`config.mk`:
```
export PLATFORM = sky130hd
export DESIGN_NAME = trial_division_factorizer
export DESIGN_NICKNAME = d
export VERILOG_FILES = /design/src/rtl/tdf_pkg.sv /design/src/rtl/tdf_front.sv /design/src/rtl/tdf_div.sv /design/src/rtl/tdf_back.sv /design/src/rtl/trial_division_factorizer.sv
export SDC_FILE = /design/constraint.sdc
export NUM_CORES = 1
export LEC_CHECK = 0
export BUFFER_PORTS_ARGS = -buffer_cell sky130_fd_sc_hd__buf_2
export CORE_UTILIZATION = 50
export CTS_BUF_LIST = sky130_fd_sc_hd__clkbuf_8 sky130_fd_sc_hd__clkbuf_16
export CTS_CLUSTER_SIZE = 30
export DETAILED_ROUTE_END_ITERATION = 7
export GPL_TIMING_DRIVEN = 1
export PLACE_DENSITY = 0.74
export SLEW_MARGIN = 0
export SYNTH_ARGS = -nofsm -noshare
export SYNTH_HDL_FRONTEND = slang
export SYNTH_HIERARCHICAL = 1
export SYNTH_SLANG_ARGS = --single-unit
export TNS_END_PERCENT = 20
```
`constraint.sdc`:
```
create_clock -name clk -period 4.85 [get_ports clk]
set_clock_uncertainty 0.2 [all_clocks]
set_input_delay 1.455 -clock clk [delete_from_list [all_inputs] [get_ports clk]]
set_output_delay 1.455 -clock clk [all_outputs]
set_load 0.005 [all_outputs]
```
`src/rtl/tdf_pkg.sv`:
```
// ----------------------------------------------------------------------------
// tdf_pkg: shared types and constants of the trial division factorizer
// Status codes of a result item and the first trial divisor.
// ----------------------------------------------------------------------------
`default_nettype none

package tdf_pkg;

  typedef enum logic [1:0] {
    ST_OK         = 2'd0,
    ST_NO_FACTORS = 2'd1,
    ST_INVALID    = 2'd2
  } status_t;

  localparam int FIRST_DIVISOR = 2;

endpackage

`default_nettype wire

```
`src/rtl/tdf_front.sv`:
```
// ----------------------------------------------------------------------------
// tdf_front: input side of the factorizer
// Accepts items, tags zero / one / larger values, and holds them in a
// two-entry queue for the back end.
// ----------------------------------------------------------------------------
`default_nettype none

module tdf_front #(
  parameter int VALUE_WIDTH = 32
) (
  input  wire logic                   clk,
  input  wire logic                   rst,
  input  wire logic                   value_valid,
  output logic                        value_stall,
  input  wire logic [VALUE_WIDTH-1:0] value,
  output logic                        q_valid,
  input  wire logic                   q_pop,
  output logic [VALUE_WIDTH-1:0]      q_value,
  output tdf_pkg::status_t            q_status
);

  logic [VALUE_WIDTH-1:0] val_mem [2];
  tdf_pkg::status_t       st_mem  [2];
  logic                   wp;
  logic                   rp;
  logic [1:0]             cnt;
  logic                   push;
  tdf_pkg::status_t       cls;

  always_comb begin
    if (value == '0) begin
      cls = tdf_pkg::ST_INVALID;
    end else if (value == VALUE_WIDTH'(1)) begin
      cls = tdf_pkg::ST_NO_FACTORS;
    end else begin
      cls = tdf_pkg::ST_OK;
    end
  end

  assign value_stall = (cnt == 2'd2);
  assign push        = value_valid && !value_stall;
  assign q_valid     = (cnt != 2'd0);
  assign q_value     = val_mem[rp];
  assign q_status    = st_mem[rp];

  always_ff @(posedge clk) begin
    if (push) begin
      val_mem[wp] <= value;
      st_mem[wp]  <= cls;
    end
  end

  always_ff @(posedge clk) begin
    if (rst) begin
      wp  <= 1'b0;
      rp  <= 1'b0;
      cnt <= 2'd0;
    end else begin
      if (push) begin
        wp <= ~wp;
      end
      if (q_pop) begin
        rp <= ~rp;
      end
      cnt <= cnt + 2'(push) - 2'(q_pop);
    end
  end

  a_pop_nonempty: assert property (@(posedge clk) disable iff (rst)
    q_pop |-> cnt != 2'd0)
    else $error("queue popped while empty");

endmodule

`default_nettype wire

```
`src/rtl/tdf_div.sv`:
```
// ----------------------------------------------------------------------------
// tdf_div: serial divider
// Restoring division, one quotient bit per cycle; results hold after done.
// ----------------------------------------------------------------------------
`default_nettype none

module tdf_div #(
  parameter int VALUE_WIDTH = 32
) (
  input  wire logic                   clk,
  input  wire logic                   rst,
  input  wire logic                   start,
  input  wire logic [VALUE_WIDTH-1:0] dividend,
  input  wire logic [VALUE_WIDTH-1:0] divisor,
  output logic                        busy,
  output logic                        done,
  output logic [VALUE_WIDTH-1:0]      quotient,
  output logic [VALUE_WIDTH-1:0]      remainder
);

  localparam int CW = $clog2(VALUE_WIDTH + 1);

  logic [VALUE_WIDTH-1:0] acc;
  logic [VALUE_WIDTH-1:0] quo;
  logic [VALUE_WIDTH-1:0] dvs;
  logic [CW-1:0]          cnt;
  logic [VALUE_WIDTH:0]   trial;

  assign trial     = {acc, quo[VALUE_WIDTH-1]} - {1'b0, dvs};
  assign quotient  = quo;
  assign remainder = acc;

  always_ff @(posedge clk) begin
    if (start) begin
      acc <= '0;
      quo <= dividend;
      dvs <= divisor;
      cnt <= CW'(VALUE_WIDTH);
    end else if (busy) begin
      if (trial[VALUE_WIDTH]) begin
        acc <= {acc[VALUE_WIDTH-2:0], quo[VALUE_WIDTH-1]};
      end else begin
        acc <= trial[VALUE_WIDTH-1:0];
      end
      quo <= {quo[VALUE_WIDTH-2:0], ~trial[VALUE_WIDTH]};
      cnt <= cnt - CW'(1);
    end
  end

  always_ff @(posedge clk) begin
    if (rst) begin
      busy <= 1'b0;
      done <= 1'b0;
    end else begin
      done <= 1'b0;
      if (start) begin
        busy <= 1'b1;
      end else if (busy && cnt == CW'(1)) begin
        busy <= 1'b0;
        done <= 1'b1;
      end
    end
  end

endmodule

`default_nettype wire

```
`src/rtl/tdf_back.sv`:
```
// ----------------------------------------------------------------------------
// tdf_back: trial division engine
// Steps the divisor from 2, divides the cofactor by it with the serial
// divider, and sends each prime with its exponent through the result register.
// ----------------------------------------------------------------------------
`default_nettype none

module tdf_back #(
  parameter int VALUE_WIDTH = 32
) (
  input  wire logic                   clk,
  input  wire logic                   rst,
  input  wire logic                   q_valid,
  output logic                        q_pop,
  input  wire logic [VALUE_WIDTH-1:0] q_value,
  input  wire tdf_pkg::status_t       q_status,
  output logic                        result_valid,
  input  wire logic                   result_stall,
  output logic [VALUE_WIDTH-1:0]      prime,
  output logic [4:0]                  multiplicity,
  output logic [3:0]                  factor_index,
  output logic                        last,
  output logic [1:0]                  status
);

  localparam int MULT_W = ($clog2(VALUE_WIDTH) > 5) ? $clog2(VALUE_WIDTH) : 5;

  typedef enum logic [1:0] {
    S_IDLE,
    S_DIV,
    S_DECIDE,
    S_FINISH
  } state_t;

  state_t                 state;
  logic [VALUE_WIDTH-1:0] rem;
  logic [VALUE_WIDTH-1:0] d;
  logic [MULT_W-1:0]      mult;
  logic [3:0]             idx;
  logic                   pend_v;
  logic [VALUE_WIDTH-1:0] pend_prime;
  logic [MULT_W-1:0]      pend_mult;
  logic [MULT_W-1:0]      out_mult;
  tdf_pkg::status_t       out_status;
  logic                   div_start;
  logic                   div_busy;
  logic                   div_done;
  logic [VALUE_WIDTH-1:0] quo;
  logic [VALUE_WIDTH-1:0] rmd;
  logic                   out_free;
  logic                   rem_gt1;

  tdf_div #(
    .VALUE_WIDTH(VALUE_WIDTH)
  ) u_div (
    .clk       (clk),
    .rst       (rst),
    .start     (div_start),
    .dividend  (rem),
    .divisor   (d),
    .busy      (div_busy),
    .done      (div_done),
    .quotient  (quo),
    .remainder (rmd)
  );

  assign out_free     = !result_valid || !result_stall;
  assign q_pop        = (state == S_IDLE) && q_valid && out_free;
  assign rem_gt1      = |rem[VALUE_WIDTH-1:1];
  assign multiplicity = out_mult[4:0];
  assign status       = out_status;

  always_ff @(posedge clk) begin
    if (rst) begin
      state        <= S_IDLE;
      result_valid <= 1'b0;
      div_start    <= 1'b0;
      pend_v       <= 1'b0;
    end else begin
      div_start <= 1'b0;
      if (result_valid && !result_stall) begin
        result_valid <= 1'b0;
      end
      case (state)
        S_IDLE: begin
          if (q_pop) begin
            if (q_status != tdf_pkg::ST_OK) begin
              result_valid <= 1'b1;
              prime        <= '0;
              out_mult     <= '0;
              factor_index <= 4'd0;
              last         <= 1'b1;
              out_status   <= q_status;
            end else begin
              rem       <= q_value;
              d         <= VALUE_WIDTH'(tdf_pkg::FIRST_DIVISOR);
              mult      <= '0;
              idx       <= 4'd0;
              pend_v    <= 1'b0;
              div_start <= 1'b1;
              state     <= S_DIV;
            end
          end
        end
        S_DIV: begin
          if (div_done) begin
            state <= S_DECIDE;
          end
        end
        S_DECIDE: begin
          if (mult == '0 && d > quo) begin
            state <= S_FINISH;
          end else if (rmd == '0) begin
            rem       <= quo;
            mult      <= mult + MULT_W'(1);
            div_start <= 1'b1;
            state     <= S_DIV;
          end else if (!(mult != '0 && pend_v && !out_free)) begin
            if (mult != '0) begin
              if (pend_v) begin
                result_valid <= 1'b1;
                prime        <= pend_prime;
                out_mult     <= pend_mult;
                factor_index <= idx;
                last         <= 1'b0;
                out_status   <= tdf_pkg::ST_OK;
                idx          <= idx + 4'd1;
              end
              pend_prime <= d;
              pend_mult  <= mult;
              pend_v     <= 1'b1;
            end
            d         <= d + VALUE_WIDTH'(1);
            mult      <= '0;
            div_start <= 1'b1;
            state     <= S_DIV;
          end
        end
        S_FINISH: begin
          if (out_free) begin
            result_valid <= 1'b1;
            factor_index <= idx;
            out_status   <= tdf_pkg::ST_OK;
            idx          <= idx + 4'd1;
            if (pend_v) begin
              prime    <= pend_prime;
              out_mult <= pend_mult;
              last     <= !rem_gt1;
              pend_v   <= 1'b0;
              if (!rem_gt1) begin
                state <= S_IDLE;
              end
            end else begin
              prime    <= rem;
              out_mult <= MULT_W'(1);
              last     <= 1'b1;
              state    <= S_IDLE;
            end
          end
        end
        default: begin
          state <= S_IDLE;
        end
      endcase
    end
  end

  a_start_idle: assert property (@(posedge clk) disable iff (rst)
    div_start |-> !div_busy)
    else $error("divider restarted while busy");

  a_nonok_fields: assert property (@(posedge clk) disable iff (rst)
    result_valid && out_status != tdf_pkg::ST_OK |-> last && prime == '0)
    else $error("status item with factor data");

  a_divisor_min: assert property (@(posedge clk) disable iff (rst)
    state == S_DIV || state == S_DECIDE |-> d >= VALUE_WIDTH'(tdf_pkg::FIRST_DIVISOR))
    else $error("trial divisor below first divisor");

  a_pend_prime: assert property (@(posedge clk) disable iff (rst)
    pend_v && state == S_DECIDE |-> pend_prime < d && pend_mult != '0)
    else $error("pending factor out of order");

endmodule

`default_nettype wire

```
`src/rtl/trial_division_factorizer.sv`:
```
// ----------------------------------------------------------------------------
// trial_division_factorizer: prime factorization by trial division
// Inputs 0 and 1 give their single item through the queue and result register.
// Otherwise each trial division runs divider start, VALUE_WIDTH divider steps,
// done and decision, with one division per divisor tried plus one per prime
// power found; a prime near 2^VALUE_WIDTH needs about 2^(VALUE_WIDTH/2) of them.
// One item is worked at a time; a two-entry queue takes the next ones early.
// Reset: synchronous, clears queue, engine state and result valid.
// ----------------------------------------------------------------------------
`default_nettype none

module trial_division_factorizer #(
  parameter int VALUE_WIDTH = 32
) (
  input  wire logic                   clk,
  input  wire logic                   rst,
  input  wire logic                   value_valid,
  output logic                        value_stall,
  input  wire logic [VALUE_WIDTH-1:0] value,
  output logic                        result_valid,
  input  wire logic                   result_stall,
  output logic [VALUE_WIDTH-1:0]      prime,
  output logic [4:0]                  multiplicity,
  output logic [3:0]                  factor_index,
  output logic                        last,
  output logic [1:0]                  status
);

  logic                   q_valid;
  logic                   q_pop;
  logic [VALUE_WIDTH-1:0] q_value;
  tdf_pkg::status_t       q_status;

  tdf_front #(
    .VALUE_WIDTH(VALUE_WIDTH)
  ) u_front (
    .clk         (clk),
    .rst         (rst),
    .value_valid (value_valid),
    .value_stall (value_stall),
    .value       (value),
    .q_valid     (q_valid),
    .q_pop       (q_pop),
    .q_value     (q_value),
    .q_status    (q_status)
  );

  tdf_back #(
    .VALUE_WIDTH(VALUE_WIDTH)
  ) u_back (
    .clk          (clk),
    .rst          (rst),
    .q_valid      (q_valid),
    .q_pop        (q_pop),
    .q_value      (q_value),
    .q_status     (q_status),
    .result_valid (result_valid),
    .result_stall (result_stall),
    .prime        (prime),
    .multiplicity (multiplicity),
    .factor_index (factor_index),
    .last         (last),
    .status       (status)
  );

endmodule

`default_nettype wire
```
==> results of run 1 <==
==> layout make-up <==
cell class	count	area, µm²
clock inverter	29	211
clock buffer	39	965
sequential	336	9600
multi-input combinational	927	6420
inverter	84	315
fill	2636	14000
timing repair buffer	96	531
tap	442	553
==> worst paths after layout <==
path                                    from          endpoint  slack (ps)  cells past startpoint
worst max-delay path            u_back/d[26]  u_back/prime[16]         990                      8
worst min-delay path              u_front/wp        u_front/wp         280                      2
worst max register to register  u_back/d[26]  u_back/prime[16]         990                      8
worst min register to register    u_front/wp        u_front/wp         280                      2
==> kinds of logic after synthesis <==
family	count (synthesis)	synth area share, %
buf+inv	139	3.49
fa+ha+maj	73	5.55
xor+xnor	66	3.58
simple gates	461	13.3
flops	336	57.8
mux	68	4.60
compound gates	259	11.7
==> power by group <==
part	switching, mW	internal (mW)
Combinational	2.60	1.67
Clock	1.13	1.56
Sequential	0.542	4.02
==> synthesized netlist by cell type (5+ instances only) <==
cell type / number / area (µm²)
sky130_fd_sc_hd__a21boi_0: 35 / 263
sky130_fd_sc_hd__a21o_1: 15 / 113
sky130_fd_sc_hd__a21oi_1: 48 / 240
sky130_fd_sc_hd__a311oi_2: 25 / 375
sky130_fd_sc_hd__a31oi_1: 8 / 50.1
sky130_fd_sc_hd__and2_1: 12 / 75.1
sky130_fd_sc_hd__and3_1: 16 / 100
sky130_fd_sc_hd__and4_1: 7 / 61.3
sky130_fd_sc_hd__buf_1: 7 / 26.3
sky130_fd_sc_hd__buf_2: 6 / 30.0
sky130_fd_sc_hd__buf_6: 6 / 67.6
sky130_fd_sc_hd__clkbuf_1: 35 / 131
sky130_fd_sc_hd__dfxtp_1: 50 / 1000
sky130_fd_sc_hd__edfxtp_1: 286 / 8590
sky130_fd_sc_hd__ha_1: 72 / 901
sky130_fd_sc_hd__inv_1: 83 / 312
sky130_fd_sc_hd__mux2_2: 66 / 743
sky130_fd_sc_hd__nand2_1: 195 / 732
sky130_fd_sc_hd__nand2b_1: 7 / 43.8
sky130_fd_sc_hd__nand3_1: 23 / 115
sky130_fd_sc_hd__nand4_1: 25 / 156
sky130_fd_sc_hd__nor2_1: 94 / 353
sky130_fd_sc_hd__nor2b_1: 9 / 56.3
sky130_fd_sc_hd__nor3_1: 14 / 70.1
sky130_fd_sc_hd__nor3_2: 5 / 50.1
sky130_fd_sc_hd__nor4_1: 26 / 163
sky130_fd_sc_hd__o21a_1: 6 / 45.0
sky130_fd_sc_hd__o21ai_0: 65 / 325
sky130_fd_sc_hd__o21ai_1: 7 / 35.0
sky130_fd_sc_hd__or3_1: 7 / 43.8
sky130_fd_sc_hd__xnor2_1: 26 / 228
sky130_fd_sc_hd__xor2_1: 38 / 333
==> through the flow <==
stage / util, % / instance area [µm²] / cells
4_1_cts: 57.0 / 18600 / 1953
5_1_grt: 57.0 / 18600 / 1953
3_5_place_dp: 53.4 / 17400 / 1885
2_1_floorplan: - / 16600 / 1402
3_3_place_gp: 53.4 / 17400 / 1885
6_report: 57.0 / 18600 / 1953
==> tightest hold or removal path: stages (launching register included) <==
cell	delay, ps
sky130_fd_sc_hd__dfxtp_1	310
sky130_fd_sc_hd__o21ai_0	70
sky130_fd_sc_hd__a21oi_1	60
==> sequential cells by signal, summed over array words and instances, names as in the netlist, 2 cells and up, named ones only <==
| signal | count |
|---|---|
| u_back/status | 2 |
| u_back/d | 32 |
| u_back/u_div/cnt | 6 |
| u_back/mult | 5 |
| u_front/val_mem | 64 |
| u_front/st_mem | 4 |
| u_back/multiplicity | 5 |
| u_back/u_div/remainder | 32 |
| u_back/rem | 32 |
| u_back/pend_mult | 5 |
| u_back/u_div/quotient | 32 |
| u_back/prime | 32 |
| u_back/factor_index | 4 |
| u_back/pend_prime | 32 |
| u_front/cnt | 2 |
| u_back/state | 2 |
| u_back/u_div/dvs | 32 |
| u_back/idx | 4 |
==> routing by layer <==
layer	GRT usage, %	vias up	share of wire [%]
met3	3.36	73	7.1
li1	-	5303	-
met5	0	-	0
met1	30.4	5428	43
met2	36.0	419	47
met4	8.67	0	3.2
==> results by stage, run 1 <==
STA:
- The clock period could shrink to about 3900 ps.
- The final worst-path cycle share is 79.5%.
- Hold timing on the final database bottoms out at a slack of 280 ps.
- The hold violation total from the final report is 0.
- The final sum of negative setup slack is 0 ps.
- The setup-violating endpoint count in the final report is 0.
- The worst slew margin relative to its limit is about 29%.
- Setup repair after global routing left no endpoint under its margin.
- The final count of pins violating max slew is 0.
- The final setup slack of the worst path is between 900 and 1000 ps.
- At the pin with the least slew margin, the transition time is ~1100 ps.
- Derived from the worst setup path, the maximum achievable clock frequency is between 200 and 300 MHz.

Clock tree:
- The number of buffers created by CTS is 37.
- Gates resized during post-CTS repair numbered 0.
- The CTS root buffer is sky130_fd_sc_hd__clkbuf_16.
- At the later pin of the worst-skew pair, clock insertion delay measures around 530 ps.
- After clock tree synthesis, the clock-pin slew on the worst setup and hold paths is ~60 ps.
- The clock net sink count is roughly 340.
- The maximum root-to-sink buffer count is 3.
- The CTS tree is done.
- Once the clock tree was built, the setup fixing pass inserted 0 buffers.
- The H-tree was split into 2 levels.
- The number of hold-repair buffers added at the cts stage is 0.

Routing:
- In the routed design, unresolved DRC markers number 0.
- The detail-routed via count per cell is ~5.7.
- The average detailed-routed wire length per instance is ~19 µm.
- The first-pass iteration count of the detailed router is 6.
- The count of nets left with antenna violations once routing finished came out at 0.
- The vias after detailed routing is between 10000 and 15000.
- The detailed router finished its first iteration with 1172 violations.
- The total wire length is ~38000 µm.

Yosys:
- The synthesized design contains between 200 and 300 enable-type register cells.
- After synthesis, the netlist uses 83 different library cells.
- The count of state elements after synthesis is approximately 340.
- The net count after synthesis is 1511.
- The mapped netlist covers ~17000 µm².
- The most used flip-flop cell after synthesis is sky130_fd_sc_hd__edfxtp_1.
- In the synthesized netlist, the number of instances is 1402.
- The synthesized area per cell is roughly 12 µm².
- Summing the sequential cell areas from Yosys gives roughly 58% of the chip area.
- For this run, the number of Yosys warnings is 6.
- The fraction of registers with async set/reset is 0%.

Setup path:
- On the worst path, the slowest cell contributes a delay of 720 ps.
- The kind of start point of the critical path is a flop.
- The arrival time at the worst endpoint is about 3900 ps.
- The family with the most delay on the worst path is compound AO/OA/AOI/OAI gates.
- Data on the critical path is required at its endpoint by between 4000 and 5000 ps.
- The largest fanout on the critical path is 24.
- The buffers plus inverters on the worst setup path is 1.
- The worst setup path is of the reg2reg kind.
- The signal on the critical path passes through ha_1, nand4_1, nor4_1, a21oi_2, a21boi_2, a211oi_2, o31a_2, buf_12.
- The critical path capture point type is a flop.
- On the critical path, the stage with the largest delay is an instance of sky130_fd_sc_hd__nor4_1.

Global routing:
- The first global-routing pass estimated 58000 µm of wire.
- The via count of the first global-routing pass is between 10000 and 15000.
- Global routing finished with a remaining overflow of 0.
- The global-route total usage across every layer is between 20% and 30%.
- The largest net degree at the start of global routing is 96.
- The number of antenna violations at the first check in global routing was 0.

Placed design:
- At the end of routability-driven placement, the weighted congestion stood at 0.939.
- Input and output buffers added on the ports amount to just over 80.
- Once detailed placement completed, the half-perimeter wirelength came to 26500 µm.
- At the placement stage, the worst setup path has a slack of roughly 1000 ps.

Floorplanning:
- For this configuration, the core starts out at a cell density of about half.
- The x dimension of the die is approximately 180 µm.
- The chip height is between 150 and 200 µm.
- 82 I/O pins were placed.
- The floorplan has 66 rows.
- The die covers approximately 34000 µm².
- The core area is ~33000 µm².

Cells and area:
- After the last flow step, the layout net total stands at 1591.
- The area growth from synthesis to layout is 12.1%.
- The antenna diode count is 0.
- The library cell used most frequently in the layout, excluding fill and tap cells, is sky130_fd_sc_hd__edfxtp_1.
- Leaving out fill and tap cells, the most frequent cells in the layout are sky130_fd_sc_hd__edfxtp_1, sky130_fd_sc_hd__nand2_1, sky130_fd_sc_hd__nor2_1.
- The share of post-route cells with drive strength above 1 is ~18%.

Run:
- The number of max-capacitance violations reported is 0.

Power and ir drop:
- The static leakage is between 7 and 8 nW.
- The peak supply drop is 0.000321 V.
- Summing internal, switching and leakage power gives approximately 12 mW.
- Dividing total power by cell area gives a power density of between 600 and 700 nW/µm².

Run status:
- The run finished with clean final reports.

Min path:
- The class of the tightest hold or removal check is reg2reg.
No activity file was read; power rests on OpenSTA's default activity.
==> inputs of run 2 (changes only) <==
--- a/config.mk
+++ b/config.mk
@@ -5,6 +5,7 @@
 export SDC_FILE = /design/constraint.sdc
 export NUM_CORES = 1
 export LEC_CHECK = 0
+export ABC_AREA = 1
 export BUFFER_PORTS_ARGS = -buffer_cell sky130_fd_sc_hd__buf_2
 export CORE_UTILIZATION = 50
 export CTS_BUF_LIST = sky130_fd_sc_hd__clkbuf_8 sky130_fd_sc_hd__clkbuf_16
==> constraint.sdc (replaced) <==
create_clock -name clk -period 4 [get_ports clk]
set_clock_uncertainty 0.2 [all_clocks]
set_input_delay 1.2 -clock clk [delete_from_list [all_inputs] [get_ports clk]]
set_output_delay 1.2 -clock clk [all_outputs]
set_load 0.005 [all_outputs]
==> results by stage, run 2 <==
Routing:
- Dividing the detail-routed wire length by the instance count gives 16.5 µm.
- The detail-routed via count per cell is around 5.3.
- The first-pass iteration count of the detailed router is 8.
- The vias after detailed routing is 14000.
- For this run, design rule violations remaining after detail routing come to 1.
- The first routing iteration left roughly 1600 violations.
- The remaining antenna violation count is 0.
- The routed design has 43400 µm of wire.

Cells and area:
- The most common cell after layout, fill and taps aside is sky130_fd_sc_hd__nand2_1.
- Compared with the post-synthesis result, the final layout area differs by 11.3%.
- 0 antenna diodes ended up in the layout.
- Counting flops per register, the top entry is u_front/val_mem.
- The flip-flop count of the largest register after layout is 64.
- Cells with a size suffix above 1 make up about 11% of the layout.
- The library cells used most frequently in the layout, excluding fill and tap cells, are sky130_fd_sc_hd__nand2_1, sky130_fd_sc_hd__inv_1, sky130_fd_sc_hd__edfxtp_1.
- The number of nets at the end of the flow is around 2300.

Power and ir drop:
- For this design the total switching power over the nets is around 4.7 mW.
- The power density relative to cell area is 640 nW/µm².
- Per report_power, the sequential group accounts for approximately 43% of the total.
- The internal power consumption is just over 8 mW.
- The worst-case IR drop observed on VDD is about 0.00053 V.
- The combinational fraction of design power is ~33%.
- Net switching is a little over a third of the power.
- The static leakage is just over 9 nW.
- Power comes to ~13 mW.
- The share of total power dissipated in the clock network is around a quarter.

Placed design:
- The number of port buffers is 81.
- Prior to clock tree synthesis, the placed netlist has a worst setup slack of between 500 and 600 ps.
- At the end of routability-driven placement, the weighted congestion stood at 0.947.
- After legalization and detailed placement, the total HPWL measured between 30000 and 40000 µm.

Clock tree:
- The CTS root buffer is sky130_fd_sc_hd__clkbuf_16.
- The H-tree was split into 2 levels.
- The quantity of gates resized following cts is 0.
- In this run, CTS created clock tree buffers numbering 34.
- The number of buffers inserted to repair setup after CTS is 0.
- The clock slew seen by the registers of the worst setup and hold paths is ~60 ps.
- The maximum root-to-sink buffer count is 3.
- The clock net sink count is about 340.
- At the later pin of the worst-skew pair, clock insertion delay measures between 500 and 600 ps.
- The CTS tree is done.
- In this run, post-CTS hold repair placed 0 buffers.

Global routing:
- Entering global routing, the biggest net connects 67 pins.
- The via count of the first global-routing pass is around 13000.
- The first global-routing pass estimated 68400 µm of wire.
- The number of antenna violations at the first check in global routing was 1.
- Global routing finished with a remaining overflow of 0.
- Global routing used a little under a quarter of the available tracks across all layers.

Yosys:
- The share of synthesized area in the top cell type comes to a little under half.
- The number of nets handed over by synthesis was 2159.
- For this run, the number of Yosys warnings is 6.
- The most common cell in the netlist is sky130_fd_sc_hd__nand2_1.
- The largest area contributor in the netlist is sky130_fd_sc_hd__edfxtp_1.
- After technology mapping, the gate count stands at between 2000 and 2500.
- The count of state elements after synthesis is 336.
- Of the synthesized area, sequential elements account for a little over half.
- The distinct cell type count after synthesis is 50.
- For this run, the leading register cell type out of synthesis is sky130_fd_sc_hd__edfxtp_1.
- Counting flops with a built-in enable in the synthesized netlist gives around 290.
- In the synthesized netlist, the cells that appear most often are sky130_fd_sc_hd__nand2_1, sky130_fd_sc_hd__inv_1, sky130_fd_sc_hd__edfxtp_1, sky130_fd_sc_hd__nor2_1, sky130_fd_sc_hd__nand3_1.
- After synthesis the cells add up to between 15000 and 20000 µm².
- Of all flip-flops after synthesis, the portion carrying an async set or reset was 0%.
- The synthesized area per cell is between 8 and 9 µm².
- Yosys attributes the largest share of cell area to sky130_fd_sc_hd__edfxtp_1, sky130_fd_sc_hd__nand2_1, sky130_fd_sc_hd__inv_1.

Setup path:
- The startpoint-to-endpoint class of the critical path is reg2reg.
- The largest fanout on the critical path is 32.
- On the worst path, the slowest cell contributes a delay of ~540 ps.
- The slowest cell on the critical path is sky130_fd_sc_hd__edfxtp_1.
- The kind of start point of the critical path is a flop.
- STA classifies the critical path endpoint as a flop.
- The cell with the most instances on the worst path is sky130_fd_sc_hd__nand2_1.
- The required time of the worst setup path is slightly below 4000 ps.
- The signal on the critical path passes through ha_1, nand2_1, nor2_1, nand2_1, nor2_1, a21oi_1, nand3_1, nand2_1, a211oi_4, buf_4.
- The arrival time at the worst endpoint is 3150 ps.

Floorplanning:
- 82 I/O pins were placed.
- The die covers 36700 µm².
- The chip height is 192 µm.
- In this run the horizontal extent of the chip is about 190 µm.
- The number of placement rows is 69.
- The core region is 35500 µm².
- The initial standard-cell utilization of the core is about half.

STA:
- Setup repair after global routing left no endpoint under its margin.
- The achievable clock frequency is 313 MHz.
- The hold violation total from the final report is 0.
- The final count of pins violating max slew is 0.
- In the post-route analysis, the smallest setup slack over all paths is 802 ps.
- Setup violations remaining at the end of the flow were counted as 0.
- The worst slew margin relative to its limit is between 20% and 30%.
- The final critical path takes up 79.9% of the cycle.
- At the pin with the least slew margin, the transition time is roughly 1100 ps.
- The minimum clock period is about 3200 ps.

Min path:
- The class of the tightest hold or removal check is reg2reg.

Run status:
- The checks that failed: DRC.
- The run finished, with violations left.

Run:
- Across the run, the number of max-cap violations was 0.
-- run 2: area by class of cell --
cell class | instances | area, µm²
Timing Repair Buffer | 102 | 576
Sequential cell | 336 | 9590
Tap cell | 461 | 577
Inverter | 324 | 1220
Clock buffer | 37 | 926
Multi-Input combinational cell | 1344 | 6940
Fill cell | 3034 | 15500
Clock inverter | 25 | 200
-- run 2: path summary, 6_finish.rpt --
kind                                   from                        end  slack, ps  cells past startpoint
setup / recovery                u_back/d[7]                u_back/d[3]        800                     10
hold / removal    u_back/u_div/remainder[6]  u_back/u_div/remainder[6]        290                      2
setup reg to reg                u_back/d[7]                u_back/d[3]        800                     10
hold reg to reg   u_back/u_div/remainder[6]  u_back/u_div/remainder[6]        290                      2
-- run 2: cells by family after synthesis --
logic type      share of synthesized area [%]
flops                                    53.3
fa+ha+maj                                5.12
simple gates                             25.0
xor+xnor                                 1.22
buf+inv                                  8.36
mux                                      2.75
compound gates                           4.24
-- run 2: power groups by stage --
| stage | Combinational (mW) | Clock, mW | Sequential, mW |
|---|---|---|---|
| floorplan | 2.85 | 0 | 5.36 |
| global placement | 3.96 | 0 | 5.47 |
| detailed placement | 4.08 | 0 | 5.50 |
| CTS | 4.12 | 3.24 | 5.43 |
| global route | 4.64 | 3.36 | 5.52 |
| finish | 4.17 | 3.20 | 5.44 |
-- run 2: metal layers --
metal	GRT usage [%]	share of wire [%]
met3	4.51	9.1
met4	8.24	2.9
met1	33.0	43
met2	37.3	45
met5	0	0
-- run 2: worst max-delay path: cells and delay by family, from the launching register on --
family                   cells  cell delay, ps
flip-flops                   1             540
buffers and inverters        1             450
AND/OR/NAND/NOR              6             920
AO/OA/AOI/OAI                2             340
adder cells (fa/ha/maj)      1             380
-- run 2: per-stage QoR --
stage	instance area, µm²	instances	TNS, ps	utilization [%]	hold WS (ps)
CTS	20000	2629	0	56.4	290
detailed placement	18900	2567	0	53.3	280
global placement	18900	2567	0	53.3	274
global route	20000	2629	0	56.4	310
floorplan	18000	2050	-43750	-	261
finish	20000	2629	0	56.4	292
